==> config.mk <==
export PLATFORM = sky130hd
export DESIGN_NAME = lmsfir_ctrl
export DESIGN_NICKNAME = d
export VERILOG_FILES = /design/src/hw/rtl/lmsfir_pkg.sv /design/src/hw/rtl/lmsfir_ctrl.sv
export SDC_FILE = /design/constraint.sdc
export NUM_CORES = 1
export LEC_CHECK = 0
export BUFFER_PORTS_ARGS = -buffer_cell sky130_fd_sc_hd__buf_2
export CAP_MARGIN = 20
export CORE_AREA = 2 2 39 41
export CTS_BUF_LIST = sky130_fd_sc_hd__clkbuf_4 sky130_fd_sc_hd__clkbuf_8
export CTS_CLUSTER_DIAMETER = 30
export DETAILED_ROUTE_END_ITERATION = 12
export DIE_AREA = 0 0 41 43
export PLACE_DENSITY = 0.67
export SETUP_SLACK_MARGIN = 0.1
export SYNTH_ARGS = -nofsm -noshare
export SYNTH_HDL_FRONTEND = slang
export SYNTH_SLANG_ARGS = --single-unit
==> constraint.sdc <==
create_clock -name i_clk -period 1.6 [get_ports i_clk]
set_input_delay 0.08 -clock i_clk [delete_from_list [all_inputs] [get_ports i_clk]]
set_output_delay 0.08 -clock i_clk [all_outputs]
set_load 0.005 [all_outputs]
==> src/hw/rtl/lmsfir_pkg.sv <==
`timescale 1ns / 1ps
// ----------------------------------------------------------------------------
// lmsfir_pkg
// shared widths, reset constant and controller/datapath interface structs
// ----------------------------------------------------------------------------
package lmsfir_pkg;

    localparam int SampleW = 16;
    localparam int WeightW = 32;
    localparam int OutW    = 32;
    localparam int MuW     = 24;

    localparam logic [MuW-1:0] StepReset = 24'd3355;

    // commands from the controller to the datapath
    typedef struct packed {
        logic load;      // take a new sample and desired value
        logic rot;       // rotate delay line and weights by one place
        logic mul_upd;   // multiplier operand: step product instead of weight
        logic acc_en;    // add the registered product to the accumulator
        logic wupd;      // add the registered product to the tail weight
        logic calc_y;
        logic calc_e;
        logic calc_p;
        logic out_load;  // move y and e into the output register
    } t_cmd;

    // status from the datapath to the controller
    typedef struct packed {
        logic out_stall; // output register holds a beat not yet taken
    } t_sts;

endpackage

==> src/hw/rtl/lmsfir_ctrl.sv <==
`timescale 1ns / 1ps
// ----------------------------------------------------------------------------
// lmsfir_ctrl
// sequencer for one item: filter pass, error and step, weight update pass
// ----------------------------------------------------------------------------
module lmsfir_ctrl #(
    parameter int TAPS = 5
) (
    input  logic              i_clk,
    input  logic              i_rst_n,
    input  logic              i_in_valid,
    output logic              o_in_ready,
    input  lmsfir_pkg::t_sts  i_sts,
    output lmsfir_pkg::t_cmd  o_cmd
);

    localparam int CntW = (TAPS > 1) ? $clog2(TAPS) : 1;

    localparam logic [3:0] S_IDLE   = 4'd0;
    localparam logic [3:0] S_FILT   = 4'd1;
    localparam logic [3:0] S_FACC   = 4'd2;
    localparam logic [3:0] S_YCALC  = 4'd3;
    localparam logic [3:0] S_ECALC  = 4'd4;
    localparam logic [3:0] S_PCALC  = 4'd5;
    localparam logic [3:0] S_UPD    = 4'd6;
    localparam logic [3:0] S_UFLUSH = 4'd7;
    localparam logic [3:0] S_DONE   = 4'd8;

    logic [3:0]      r_state, n_state;
    logic [CntW-1:0] r_cnt, n_cnt;
    logic            last_tap;

    assign last_tap   = (r_cnt == CntW'(TAPS - 1));
    assign o_in_ready = (r_state == S_IDLE);

    always_comb begin
        n_state = r_state;
        n_cnt   = r_cnt;
        o_cmd   = '0;
        case (r_state)
            S_IDLE: begin
                n_cnt = '0;
                if (i_in_valid) begin
                    o_cmd.load = 1'b1;
                    n_state    = S_FILT;
                end
            end
            S_FILT: begin
                o_cmd.rot    = 1'b1;
                o_cmd.acc_en = (r_cnt != '0);
                n_cnt        = r_cnt + 1'b1;
                if (last_tap) begin
                    n_cnt   = '0;
                    n_state = S_FACC;
                end
            end
            S_FACC: begin
                o_cmd.acc_en = 1'b1;
                n_state      = S_YCALC;
            end
            S_YCALC: begin
                o_cmd.calc_y = 1'b1;
                n_state      = S_ECALC;
            end
            S_ECALC: begin
                o_cmd.calc_e = 1'b1;
                n_state      = S_PCALC;
            end
            S_PCALC: begin
                o_cmd.calc_p = 1'b1;
                n_state      = S_UPD;
            end
            S_UPD: begin
                o_cmd.rot     = 1'b1;
                o_cmd.mul_upd = 1'b1;
                o_cmd.wupd    = (r_cnt != '0);
                n_cnt         = r_cnt + 1'b1;
                if (last_tap) begin
                    n_cnt   = '0;
                    n_state = S_UFLUSH;
                end
            end
            S_UFLUSH: begin
                o_cmd.wupd = 1'b1;
                if (!i_sts.out_stall) begin
                    o_cmd.out_load = 1'b1;
                    n_state        = S_IDLE;
                end else begin
                    n_state = S_DONE;
                end
            end
            S_DONE: begin
                if (!i_sts.out_stall) begin
                    o_cmd.out_load = 1'b1;
                    n_state        = S_IDLE;
                end
            end
            default: begin
                n_state = S_IDLE;
            end
        endcase
    end

    always_ff @(posedge i_clk) begin
        if (!i_rst_n) begin
            r_state <= S_IDLE;
            r_cnt   <= '0;
        end else begin
            r_state <= n_state;
            r_cnt   <= n_cnt;
        end
    end

endmodule

==> impl_metrics.csv <==
group,metric,value,unit
status,status,"complete, no violations",
global_routing,grt.overflow.total,0,
setup_path,startpoint_type,"flop",
synthesis,seq_area_frac_synth,0.261,
die,num_rows,14,
clock_tree,cts_root_buffer,"clkbuf_4",
timing,hold_ws,0.0954,ns
pwr,powerDensity,599,mW/mm²
global_routing,antenna_found_initial,0,
clock_tree,holdBufCountCts,0,
setup_path,critPathCaptureType,"primary output",
finish,regArea,150,µm²
die,die_w,41,µm
clock_tree,cts.sinks,7,
timing,max_freq,685,MHz
timing,setup_ws,0.140,ns
setup_path,critPathLaunch,"r_state[2]$_SDFFE_PN0P_",
timing,finalHoldViolCount,0,
setup_path,cp_top_family,"simple AND/OR/NAND/NOR gates",
drt,totalWireLength,1350,µm
pwr,power.leakage,0.327,nW
drt,drt-wirelength-per-cell,12.8,µm
min_path,min_from,"i_rst_n",
clock_tree,ctsLongestPathBuffers,2,
timing,finClkSkew,0.00515,ns
drt,vias_per_cell,5.59,
setup_path,cp_cell_sequence,"or3b_4, and2_4, nor2_2, buf_2",
clock_tree,clkTransAtPathRegs,0.05,ns
die,die-area,0.00176,mm²
clock_tree,h-tree-depth,1,
setup_path,crit_slowest_cell,"or3b_4",
timing,max-slew-margin-rel,0.803,
placement,dpl_cell_area,629,µm²
drt,drt_pre_antenna_iters,4,
setup_path,cpPeakStageDelay,0.40,ns
finish,final_nets,96,
global_routing,grt_pass1_vias,486,
finish,finalInstanceArea,709,µm²
timing,setup_violations,0,
placement,dpl.hpwl,925,µm
placement,io_buffers,13,
timing,drv_slew,0,
synthesis,ys.warnings.count,0,
timing,fin_crit,1.46,ns
min_path,holdCritPathClass,"primary input to flop",
clock_tree,clock_latency,0.25,ns
die,initial_core_util,0.388,
clock_tree,cts_buffers,3,
placement,dp_slack,0.175,ns
finish,fillers,140,
synthesis,ys_seq_elements,7,
job,maxCapViolations,0,
drt,drcViolationCount,0,
pwr,ir_drop,0.450,mV
finish,drive_above_1_share,0.371,
synthesis,synth_cells,73,
placement,gp_congestion,0.795,
die,core,0.00138,mm²
drt,drt-initial-drc-count,16,
setup_path,r2r_start,"r_cnt[1]$_SDFFE_PN0P_",
synthesis,syn_area,537,µm²
timing,finalSetupTns,0,ns
setup_path,critPathMaxFanout,7,
clock_tree,cts_tree,"yes",
die,die_y,43,µm
timing,grt_setup_unrepaired,"yes",
finish,multi_input_area,403,µm²
setup_path,worstPathRequired,1.52,ns
setup_path,path_buf_inv,1,
setup_path,critPathArrivalTime,1.38,ns
finish,area_growth,32.2,%
drt,ant_nets,0,
synthesis,synth_fp_nets,79,
setup_path,critPathKind,"flop to primary output",
timing,period_share,0.912,
synthesis,synth.distinct_cells,32,
die,io_pins,14,
global_routing,grt_usage,0.172,
pwr,total_power,0.425,mW
global_routing,grt_max_degree,17,
timing,tightest_slew,0.295,ns
global_routing,grt_pass1_wl,2060,µm
finish,antennaDiodeCount,0,
synthesis,syn_avg_cell_area,7.35,µm²
drt,vias,587,
==> area by class of cell <==
cell class | count | share of cell area
tap | 16 | 0.0282
multi-input combinational | 59 | 0.568
clock buffer | 4 | 0.0423
timing repair buffer | 16 | 0.134
sequential | 7 | 0.212
inverter | 3 | 0.0159
==> registers in the layout, indices dropped and copies added (netlist names) <==
register	flops
r_cnt	3
r_state	4
==> per-layer routing <==
metal / up-vias / part of all wire / track usage
met5: - / 0 / 0
met4: 0 / 0.012 / 0.0800
met3: 2 / 0.042 / 0.0628
met2: 19 / 0.53 / 0.247
met1: 274 / 0.41 / 0.221
li1: 292 / - / -
==> report_power, final <==
group	internal, mW	switching (mW)	total, mW
registers	0.176	0.00306	0.179
clock network	0.112	0.0656	0.178
logic	0.0364	0.0318	0.0682
==> cells by family (layout without fill, tap and decap cells) <==
kind of cell / count (synthesis) / count (layout) / synth area share
DFF: 7 / 7 / 0.261
buffers and inverters: 7 / 23 / 0.0489
adders and majority gates: 2 / 2 / 0.0466
AOI/OAI and AO/OA: 19 / 19 / 0.240
xor gates and xnor gates: 1 / 1 / 0.0163
muxes: 2 / 2 / 0.0373
and+or+nand+nor: 35 / 35 / 0.350
==> synth_stat cells <==
master,number,area [µm²]
nand4_1,1,6.26
a31oi_1,2,12.5
nand2b_1,3,18.8
o21ai_0,2,10.0
nor3_1,2,10.0
a21oi_1,3,15.0
inv_1,3,11.3
mux2i_1,2,20.0
a21o_1,2,15.0
o31ai_1,1,7.51
or2_2,1,6.26
a211oi_1,2,15.0
nand2_1,6,22.5
a21boi_1,1,7.51
a211o_1,1,8.76
nand3b_1,1,7.51
ha_1,2,25.0
xor2_1,1,8.76
and2_1,6,37.5
dfxtp_1,7,140
nor2_1,8,30.0
o211a_1,1,10.0
nor4b_1,1,8.76
o22ai_1,1,6.26
nor2b_1,3,18.8
nor4_1,1,6.26
a221oi_1,1,8.76
or3_1,1,6.26
a22oi_1,1,7.51
or3b_1,1,8.76
clkbuf_1,4,15.0
o21ai_1,1,5.00
==> path summary, 6_finish.rpt <==
path	slack, ns	endpoint	depth (start not counted)
hold reg to reg	0.50	r_cnt[1]$_SDFFE_PN0P_	2
setup / recovery	0.14	o_cmd[7]	4
setup reg to reg	0.21	r_cnt[1]$_SDFFE_PN0P_	6
hold / removal	0.1	r_cnt[2]$_SDFFE_PN0P_	2
==> worst reg2reg max path, delay by kind of cell, from the launching register on <==
| kind | cells | cell delay, ns |
|---|---|---|
| AOI/OAI and AO/OA | 3 | 0.49 |
| DFF | 1 | 0.35 |
| adders and majority gates | 1 | 0.25 |
| and+or+nand+nor | 1 | 0.14 |
| buffers and inverters | 1 | 0.06 |
==> stage by stage <==
| stage | utilization | std cells |
|---|---|---|
| final | 0.513 | 105 |
| after global routing | 0.513 | 105 |
| after CTS | 0.483 | 105 |
| after detailed placement | 0.455 | 101 |
| after global placement | 0.455 | 101 |
| after floorplan | - | 73 |
==> timing repair <==
| action | 4_1_cts | 5_1_grt |
|---|---|---|
| pin swaps | 0 | 1 |
| buffers inserted | 0 | 0 |
| hold endpoints to repair | 0 | 0 |
| gates resized for setup | 5 | 12 |
| setup endpoints to repair | 3 | 7 |
==> layout by cell type, fill, tap and decap left out, drive strengths merged <==
cell    instances
ha              2
clkbuf          4
a211o           1
o211a           1
a21o            2
or3             1
xor2            1
nor4b           1
o22ai           1
o21ai           3
inv             3
nand3b          1
a21boi          1
a211oi          2
o31ai           1
nor3            2
nor2b           3
nand2           6
a221oi          1
a22oi           1
and2            6
or2             1
nand2b          3
nor2            8
buf            16
or3b            1
mux2i           2
a21oi           3
nor4            1
a31oi           2
dfxtp           7
nand4           1
Power figures use the tool's default switching activity.
